## config.mk

```make
export PLATFORM = sky130hd
export DESIGN_NAME = fixed_frame_parser_sum_check
export DESIGN_NICKNAME = d
export VERILOG_FILES = /design/src/rtl/ffp_pkg.sv /design/src/rtl/fixed_frame_parser_sum_check.sv /design/src/rtl/ffp_cfg_regs.sv /design/src/rtl/ffp_parser.sv /design/src/rtl/ffp_out_buf.sv
export SDC_FILE = /design/constraint.sdc
export NUM_CORES = 1
export LEC_CHECK = 0
export BUFFER_PORTS_ARGS = -buffer_cell sky130_fd_sc_hd__buf_2
export CAP_MARGIN = 20
export CORE_MARGIN = 4
export CORE_UTILIZATION = 50
export DETAILED_ROUTE_END_ITERATION = 10
export GPL_ROUTABILITY_DRIVEN = 0
export PLACE_DENSITY_LB_ADDON = 0.08
export SYNTH_ARGS = -nofsm -noshare
export SYNTH_HDL_FRONTEND = slang
export SYNTH_SLANG_ARGS = --single-unit
```

## constraint.sdc

```tcl
create_clock -name i_clk -period 4.5 [get_ports i_clk]
set_input_delay 0.45 -clock i_clk [delete_from_list [all_inputs] [get_ports i_clk]]
set_output_delay 0.45 -clock i_clk [all_outputs]
set_load 0.1 [all_outputs]
```

## src/rtl/ffp_pkg.sv

```systemverilog
// shared types and constants of the fixed frame parser with sum check
package ffp_pkg;

    // field and bus widths
    localparam int unsigned BYTE_W  = 8;
    localparam int unsigned APB_DW  = 32;
    localparam int unsigned APB_AW  = 3;
    localparam int unsigned SUM_W   = 10;
    localparam int unsigned CHECK_W = 16;

    // register word indexes (byte address 4*index)
    localparam logic REG_HEADER = 1'b0;
    localparam logic REG_FOOTER = 1'b1;

    // register reset values
    localparam logic [BYTE_W-1:0] HEADER_RST = 8'hFF;
    localparam logic [BYTE_W-1:0] FOOTER_RST = 8'hFE;

    // parser phase, one-hot
    typedef enum logic [7:0] {
        PH_HUNT   = 8'b0000_0001,
        PH_CID    = 8'b0000_0010,
        PH_HEALTH = 8'b0000_0100,
        PH_PID    = 8'b0000_1000,
        PH_MSG    = 8'b0001_0000,
        PH_FOOTER = 8'b0010_0000,
        PH_CHK_HI = 8'b0100_0000,
        PH_CHK_LO = 8'b1000_0000
    } t_phase;

    // configuration seen by the parser
    typedef struct packed {
        logic [BYTE_W-1:0] header_byte;
        logic [BYTE_W-1:0] footer_byte;
    } t_cfg;

    // one verified frame
    typedef struct packed {
        logic [BYTE_W-1:0] chassis_id;
        logic [BYTE_W-1:0] chassis_health;
        logic [BYTE_W-1:0] payload_id;
        logic [BYTE_W-1:0] payload_msg;
    } t_result;

endpackage

```

## src/rtl/fixed_frame_parser_sum_check.sv

```systemverilog
// top level of the fixed frame parser with sum check
//
// Input channel (i_valid / o_ready / i_rx_byte) takes one received byte per
// item. A frame is header, chassis id, health, payload id, message, footer,
// checksum high, checksum low. The checksum is the 16-bit sum of header,
// payload id, message and footer. A wrong footer sends the parser back to
// hunting without testing that byte as a header; a bad checksum drops the
// frame without a result.
// Output channel (o_valid / i_ready) carries one item of four captured
// fields per verified frame.
// Input rate: one byte per cycle while o_ready is high. A verified result
// is registered into the output register, or the skid stage while one waits.
// The output register has a skid stage behind it; o_ready falls only when
// both hold results, i.e. when the receiver has stalled long enough for a
// second result to arrive, and rises again as soon as one is taken.
// Reset (i_rst_n low, synchronous) empties the output, puts the parser to
// hunting and loads header 0xFF and footer 0xFE. Registers over APB:
// header_byte at 0x0, footer_byte at 0x4.
module fixed_frame_parser_sum_check (
    input  logic                          i_clk,
    input  logic                          i_rst_n,
    input  logic                          i_valid,
    output logic                          o_ready,
    input  logic [ffp_pkg::BYTE_W-1:0]    i_rx_byte,
    output logic                          o_valid,
    input  logic                          i_ready,
    output logic [ffp_pkg::BYTE_W-1:0]    o_chassis_id,
    output logic [ffp_pkg::BYTE_W-1:0]    o_chassis_health,
    output logic [ffp_pkg::BYTE_W-1:0]    o_payload_id,
    output logic [ffp_pkg::BYTE_W-1:0]    o_payload_msg,
    input  logic                          psel,
    input  logic                          penable,
    input  logic                          pwrite,
    input  logic [ffp_pkg::APB_AW-1:0]    paddr,
    input  logic [ffp_pkg::APB_DW-1:0]    pwdata,
    output logic [ffp_pkg::APB_DW-1:0]    prdata,
    output logic                          pready
);

    ffp_pkg::t_cfg       cfg;
    ffp_pkg::t_result    parsed;
    ffp_pkg::t_result    out_item;
    logic                take;
    logic                push;
    logic                space;

    assign o_ready = space;
    assign take    = i_valid & space;

    // configuration registers
    ffp_cfg_regs u_cfg (
        .i_clk   (i_clk),
        .i_rst_n (i_rst_n),
        .psel    (psel),
        .penable (penable),
        .pwrite  (pwrite),
        .paddr   (paddr),
        .pwdata  (pwdata),
        .prdata  (prdata),
        .pready  (pready),
        .o_cfg   (cfg)
    );

    // frame parser
    ffp_parser u_parser (
        .i_clk     (i_clk),
        .i_rst_n   (i_rst_n),
        .i_take    (take),
        .i_rx_byte (i_rx_byte),
        .i_cfg     (cfg),
        .o_push    (push),
        .o_result  (parsed)
    );

    // result register and skid
    ffp_out_buf u_out (
        .i_clk    (i_clk),
        .i_rst_n  (i_rst_n),
        .i_push   (push),
        .i_result (parsed),
        .o_space  (space),
        .o_valid  (o_valid),
        .i_ready  (i_ready),
        .o_result (out_item)
    );

    assign o_chassis_id     = out_item.chassis_id;
    assign o_chassis_health = out_item.chassis_health;
    assign o_payload_id     = out_item.payload_id;
    assign o_payload_msg    = out_item.payload_msg;

endmodule

```

## src/rtl/ffp_cfg_regs.sv

```systemverilog
// apb register file holding the header and footer byte values
module ffp_cfg_regs (
    input  logic                             i_clk,
    input  logic                             i_rst_n,
    input  logic                             psel,
    input  logic                             penable,
    input  logic                             pwrite,
    input  logic [ffp_pkg::APB_AW-1:0]       paddr,
    input  logic [ffp_pkg::APB_DW-1:0]       pwdata,
    output logic [ffp_pkg::APB_DW-1:0]       prdata,
    output logic                             pready,
    output ffp_pkg::t_cfg                    o_cfg
);

    logic                          wr_en;
    logic                          reg_sel;
    logic [ffp_pkg::BYTE_W-1:0]    r_header;
    logic [ffp_pkg::BYTE_W-1:0]    r_footer;
    logic [ffp_pkg::BYTE_W-1:0]    rd_byte;

    assign pready  = 1'b1;
    assign wr_en   = psel & penable & pwrite & pready;
    assign reg_sel = paddr[2];

    // register writes
    always_ff @(posedge i_clk) begin
        if (!i_rst_n) begin
            r_header <= ffp_pkg::HEADER_RST;
            r_footer <= ffp_pkg::FOOTER_RST;
        end else if (wr_en) begin
            unique case (reg_sel)
                ffp_pkg::REG_HEADER: r_header <= pwdata[ffp_pkg::BYTE_W-1:0];
                ffp_pkg::REG_FOOTER: r_footer <= pwdata[ffp_pkg::BYTE_W-1:0];
                default: ;
            endcase
        end
    end

    // read mux
    always_comb begin
        unique case (reg_sel)
            ffp_pkg::REG_HEADER: rd_byte = r_header;
            ffp_pkg::REG_FOOTER: rd_byte = r_footer;
            default:             rd_byte = r_header;
        endcase
    end

    assign prdata = {{(ffp_pkg::APB_DW - ffp_pkg::BYTE_W){1'b0}}, rd_byte};

    assign o_cfg.header_byte = r_header;
    assign o_cfg.footer_byte = r_footer;

endmodule

```

## src/rtl/ffp_parser.sv

```systemverilog
// frame parser state machine, field capture and checksum compare
module ffp_parser (
    input  logic                          i_clk,
    input  logic                          i_rst_n,
    input  logic                          i_take,
    input  logic [ffp_pkg::BYTE_W-1:0]    i_rx_byte,
    input  ffp_pkg::t_cfg                 i_cfg,
    output logic                          o_push,
    output ffp_pkg::t_result              o_result
);

    ffp_pkg::t_phase               r_phase;
    ffp_pkg::t_phase               n_phase;
    logic [ffp_pkg::BYTE_W-1:0]    r_cid;
    logic [ffp_pkg::BYTE_W-1:0]    r_health;
    logic [ffp_pkg::BYTE_W-1:0]    r_pid;
    logic [ffp_pkg::BYTE_W-1:0]    r_msg;
    logic [ffp_pkg::BYTE_W-1:0]    r_chk_hi;
    logic [ffp_pkg::SUM_W-1:0]     frame_sum;
    logic [ffp_pkg::CHECK_W-1:0]   got_sum;
    logic                          sum_ok;

    // expected checksum: header + payload id + message + footer
    assign frame_sum = {2'b00, i_cfg.header_byte} + {2'b00, r_pid}
                     + {2'b00, r_msg} + {2'b00, i_cfg.footer_byte};
    assign got_sum   = {r_chk_hi, i_rx_byte};
    assign sum_ok    = got_sum ==
                       {{(ffp_pkg::CHECK_W - ffp_pkg::SUM_W){1'b0}}, frame_sum};

    // next phase
    always_comb begin
        n_phase = r_phase;
        if (i_take) begin
            unique case (r_phase)
                ffp_pkg::PH_HUNT:   n_phase = (i_rx_byte == i_cfg.header_byte)
                                              ? ffp_pkg::PH_CID : ffp_pkg::PH_HUNT;
                ffp_pkg::PH_CID:    n_phase = ffp_pkg::PH_HEALTH;
                ffp_pkg::PH_HEALTH: n_phase = ffp_pkg::PH_PID;
                ffp_pkg::PH_PID:    n_phase = ffp_pkg::PH_MSG;
                ffp_pkg::PH_MSG:    n_phase = ffp_pkg::PH_FOOTER;
                ffp_pkg::PH_FOOTER: n_phase = (i_rx_byte == i_cfg.footer_byte)
                                              ? ffp_pkg::PH_CHK_HI : ffp_pkg::PH_HUNT;
                ffp_pkg::PH_CHK_HI: n_phase = ffp_pkg::PH_CHK_LO;
                ffp_pkg::PH_CHK_LO: n_phase = ffp_pkg::PH_HUNT;
                default:            n_phase = ffp_pkg::PH_HUNT;
            endcase
        end
    end

    always_ff @(posedge i_clk) begin
        if (!i_rst_n) begin
            r_phase <= ffp_pkg::PH_HUNT;
        end else begin
            r_phase <= n_phase;
        end
    end

    // field capture: chassis id, health, payload id, message and checksum high byte
    always_ff @(posedge i_clk) begin
        if (i_take) begin
            if (r_phase == ffp_pkg::PH_CID)    r_cid    <= i_rx_byte;
            if (r_phase == ffp_pkg::PH_HEALTH) r_health <= i_rx_byte;
            if (r_phase == ffp_pkg::PH_PID)    r_pid    <= i_rx_byte;
            if (r_phase == ffp_pkg::PH_MSG)    r_msg    <= i_rx_byte;
            if (r_phase == ffp_pkg::PH_CHK_HI) r_chk_hi <= i_rx_byte;
        end
    end

    // a result on the checksum low byte when the sum matches
    assign o_push = i_take & (r_phase == ffp_pkg::PH_CHK_LO) & sum_ok;
    assign o_result.chassis_id     = r_cid;
    assign o_result.chassis_health = r_health;
    assign o_result.payload_id     = r_pid;
    assign o_result.payload_msg    = r_msg;

    // a result always leaves the parser hunting
    a_push_to_hunt: assert property (@(posedge i_clk) disable iff (!i_rst_n)
        o_push |=> r_phase == ffp_pkg::PH_HUNT)
        else $error("parser not hunting after a result");

    // a frame start follows only a header match while hunting
    a_start_on_header: assert property (@(posedge i_clk) disable iff (!i_rst_n)
        (i_take && r_phase == ffp_pkg::PH_HUNT && i_rx_byte != i_cfg.header_byte)
        |=> r_phase == ffp_pkg::PH_HUNT)
        else $error("frame started without a header byte");

    // the phase only moves on an accepted item
    a_phase_holds: assert property (@(posedge i_clk) disable iff (!i_rst_n)
        !i_take |=> $stable(r_phase))
        else $error("phase moved without an item");

endmodule

```

## src/rtl/ffp_out_buf.sv

```systemverilog
// two-entry output register with skid stage for verified frames
module ffp_out_buf (
    input  logic                 i_clk,
    input  logic                 i_rst_n,
    input  logic                 i_push,
    input  ffp_pkg::t_result     i_result,
    output logic                 o_space,
    output logic                 o_valid,
    input  logic                 i_ready,
    output ffp_pkg::t_result     o_result
);

    logic                 r_main_valid;
    logic                 n_main_valid;
    logic                 r_skid_valid;
    logic                 n_skid_valid;
    ffp_pkg::t_result     r_main;
    ffp_pkg::t_result     n_main;
    ffp_pkg::t_result     r_skid;
    ffp_pkg::t_result     n_skid;
    logic                 pop;

    assign pop     = r_main_valid & i_ready;
    assign o_space = !r_skid_valid;
    assign o_valid = r_main_valid;
    assign o_result = r_main;

    // keep items in order: main, then skid, then the new one
    always_comb begin
        n_main_valid = r_main_valid;
        n_skid_valid = r_skid_valid;
        n_main       = r_main;
        n_skid       = r_skid;
        priority if (r_skid_valid && pop) begin
            n_main       = r_skid;
            n_main_valid = 1'b1;
            n_skid       = i_result;
            n_skid_valid = i_push;
        end else if (!r_main_valid || pop) begin
            n_main       = i_result;
            n_main_valid = i_push;
            n_skid_valid = 1'b0;
        end else if (i_push) begin
            n_skid       = i_result;
            n_skid_valid = 1'b1;
        end
    end

    always_ff @(posedge i_clk) begin
        if (!i_rst_n) begin
            r_main_valid <= 1'b0;
            r_skid_valid <= 1'b0;
        end else begin
            r_main_valid <= n_main_valid;
            r_skid_valid <= n_skid_valid;
        end
    end

    always_ff @(posedge i_clk) begin
        r_main <= n_main;
        r_skid <= n_skid;
    end

    // skid only holds an item behind a waiting main item
    a_skid_behind_main: assert property (@(posedge i_clk) disable iff (!i_rst_n)
        r_skid_valid |-> r_main_valid)
        else $error("skid item without a main item");

    // no item arrives while the skid stage is full
    a_no_overflow: assert property (@(posedge i_clk) disable iff (!i_rst_n)
        r_skid_valid |-> !i_push)
        else $error("item pushed into a full buffer");

    // a stalled result stays put
    a_hold_on_stall: assert property (@(posedge i_clk) disable iff (!i_rst_n)
        (r_main_valid && !i_ready) |=> (r_main_valid && $stable(r_main)))
        else $error("result changed while stalled");

endmodule
```

==> reports/results.ini <==
[pwr]
swShare_pct=24.5
irDropWorstVdd_mv=0.197
p_switching_uw=708
p_per_area_nw_per_um2=395
pwr-share-seq_pct=44.9
p_clk_share_pct=44.1
p_leak_nw=2.85
pwr-share-comb_pct=11.0
p_int_mw=2.18

[sta]
timing.hold.ws_ns=0.268
fmaxAchievable_ghz=0.222
hold_viol_final=0
slew_viol_final=0
rsz0062_at_grt=yes
worst_pin_slew_ns=0.881
maxSlewHeadroom_pct=41.1
layout_min_cycle_time_ns=4.50
setup_violations=0
min_period_over_period_pct=99.9
finClkSkew_ns=0.0115

[placed_design]
post-dp-hpwl_um=8790
placed_area_um2=6560
port_buffers=65

[synth]
synth_cells=473
yosysSeqAreaShare_pct=59.4
yosysWarningCount=0
synthArstFlopShare_pct=0
mappedNetlistArea_um2=6140
synth_cell_types=50
synth_edf_count=104
synth_ff_type=edfxtp_1
synth_seq_cells=130
synth_area_per_cell_um2=13.0

[floorplanning]
die-area_um2=14100
die_h_um=119
rows=40
core_area_um2=12000
dieWidth_um=119
initial_utilization_pct=51.1
io_pins=117

[critical_path]
crit_slowest_cell=fa_1
cp_slowest_stage_delay_ns=0.48
critPathLaunchType=register
critPathBufInv=3
critPathTopFamily=compound AO/OA/AOI/OAI gates
crit_chain=ha_2 -> buf_4 -> a21o_1 -> a21oi_2 -> nand2b_1 -> a21oi_1 -> o41ai_2 -> xor2_1 -> fa_1 -> inv_1 -> ha_4 -> o21ai_0 -> o21bai_1 -> and3_1 -> o2111ai_2 -> nor4_2 -> o21a_2 -> clkbuf_16
required_ns=4.63
cp.arrival_ns=4.62
end_kind=register
cp_max_fo=6
path_class=register to register

[cts]
clockRootBuffer=clkbuf_16
numClockSinks=130
clk_latency_ns=0.41
clk_pin_slew_ns=0.05
hold_buffers=0
cts-buffers-inserted=17
cts_tree=yes
htreeDepth=4
cts_buffer_depth=2

[final_layout]
antenna_cells=0
area_growth_pct=19.3
finalInstanceArea_um2=7320
mostFrequentLayoutCell=edfxtp_1
drive_gt1_share_pct=29.1
nets=634
layout_common_cells=edfxtp_1 (104), buf_2 (65), mux2_2 (39)

[routing]
firstDrtPassIters=5
drt-total-wl_um=12700
num_vias=3759
wl_per_cell_um=17.7
first_iter_violations=242
ant_nets=0
viasPerCell=5.24
drc_errors=0

[run]
drv_cap=0

[hold_path]
hold_class=primary input to register

[global_route]
grt.total_usage_pct=18.1
grt_antenna_before_repair=0
grt_pass1_wl_um=19300
grt_overflow=0
grt_pass1_vias=3612
grt_max_degree=33

[run_status]
status=complete, no violations

## per-layer routing
layer  up-vias  wire (µm)  track usage (%)
met5         -          0                0
met4         0        114             8.18
met3         6        667             4.26
met2       115       6300             27.8
met1      1815       5660             24.5
li1       1823          -                -
## registers in the layout, indices dropped and copies added, names as in the netlist, 8 cells and up
| name | flops |
|---|---|
| u_cfg.r_footer | 8 |
| u_parser.r_chk_hi | 8 |
| u_parser.r_msg | 8 |
| u_out.r_skid | 32 |
| u_out.o_result | 32 |
| u_cfg.r_header | 8 |
| u_parser.r_pid | 8 |
| u_parser.r_phase | 8 |
| u_parser.r_cid | 8 |
| u_parser.r_health | 8 |
## metrics by stage
stage                     setup TNS, ns  setup WS, ns  utilization (%)  total power, mW  cells
after global routing              -4.54        -0.167             61.0             3.00    718
after global placement                0         0.157             54.6             1.61    677
after CTS                             0        0.0318             59.2             2.89    709
final                                 0       0.00330             61.0             2.89    718
after floorplan                       0         0.267                -             1.58    496
after detailed placement              0        0.0305             54.6             1.62    677
## cell usage after synthesis, drive strengths merged (2+ instances only)
cell / instances / area (µm²)
nand4: 6 / 43.8
nor4: 7 / 58.8
nand2b: 6 / 37.5
nand3: 14 / 70.1
xnor2: 25 / 219
a21o: 2 / 15.0
nor2b: 8 / 50.1
nor3: 3 / 15.0
o211ai: 10 / 75.1
nand3b: 2 / 15.0
mux2: 39 / 439
nor3b: 2 / 15.0
dfxtp: 26 / 521
o21bai: 2 / 15.0
conb: 2 / 7.51
o21a: 7 / 52.6
a21boi: 3 / 22.5
buf: 30 / 208
a211oi: 3 / 27.5
edfxtp: 104 / 3120
fa: 10 / 200
nor2: 21 / 78.8
o21ai: 12 / 60.1
ha: 16 / 200
xor2: 9 / 78.8
and3: 2 / 12.5
nor4b: 2 / 17.5
inv: 37 / 139
clkbuf: 7 / 26.3
a21oi: 11 / 55.1
nand2: 31 / 116
## cell type report
class,instances,area (µm²)
Timing Repair Buffer,80,493
Multi-Input combinational cell,292,2310
Sequential cell,130,3640
Clock inverter,13,118
Tap cell,147,184
Inverter,37,139
Fill cell,1005,4690
Clock buffer,19,433
## path summary, 6_finish.rpt
path | from | to | slack, ns | cells past startpoint
min reg2reg | u_parser.r_cid[1] | u_out.r_skid[25] | 0.45 | 0
min | i_ready | u_out.r_skid_valid | 0.27 | 2
max | u_parser.r_pid[0] | u_out.r_skid[8] | 0.003 | 18
max reg2reg | u_parser.r_pid[0] | u_out.r_skid[8] | 0.003 | 18
## power by group through the flow
stage,registers (mW),clock network (mW),logic [mW]
finish,1.30,1.27,0.318
global route,1.30,1.36,0.339
CTS,1.30,1.30,0.296
detailed placement,1.32,0,0.295
global placement,1.32,0,0.292
floorplan,1.32,0,0.258
## worst register-to-register path, delay by kind of cell, from the launching register on
| family | cells | cell delay [ns] |
|---|---|---|
| compound gates | 8 | 1.59 |
| xor+xnor | 1 | 0.13 |
| fa+ha+maj | 3 | 1.00 |
| buf+inv | 3 | 0.40 |
| flops | 1 | 0.46 |
| simple gates | 3 | 0.63 |
## cells by family (layout without fill, tap and decap cells)
logic type | count (synthesis) | in the layout | synth area share (%)
other | 2 | 25 | 0.122
xor gates and xnor gates | 34 | 34 | 4.85
AOI/OAI and AO/OA | 60 | 60 | 6.75
adders and majority gates | 26 | 26 | 6.53
and+or+nand+nor | 108 | 108 | 9.14
DFF | 130 | 130 | 59.4
buffers and inverters | 74 | 149 | 6.08
muxes | 39 | 39 | 7.16
## timing repair
item	in CTS	in global routing
resized for setup	0	23
setup endpoints to repair	0	33
buffers inserted	0	5
No activity file was read; power rests on OpenSTA's default activity.
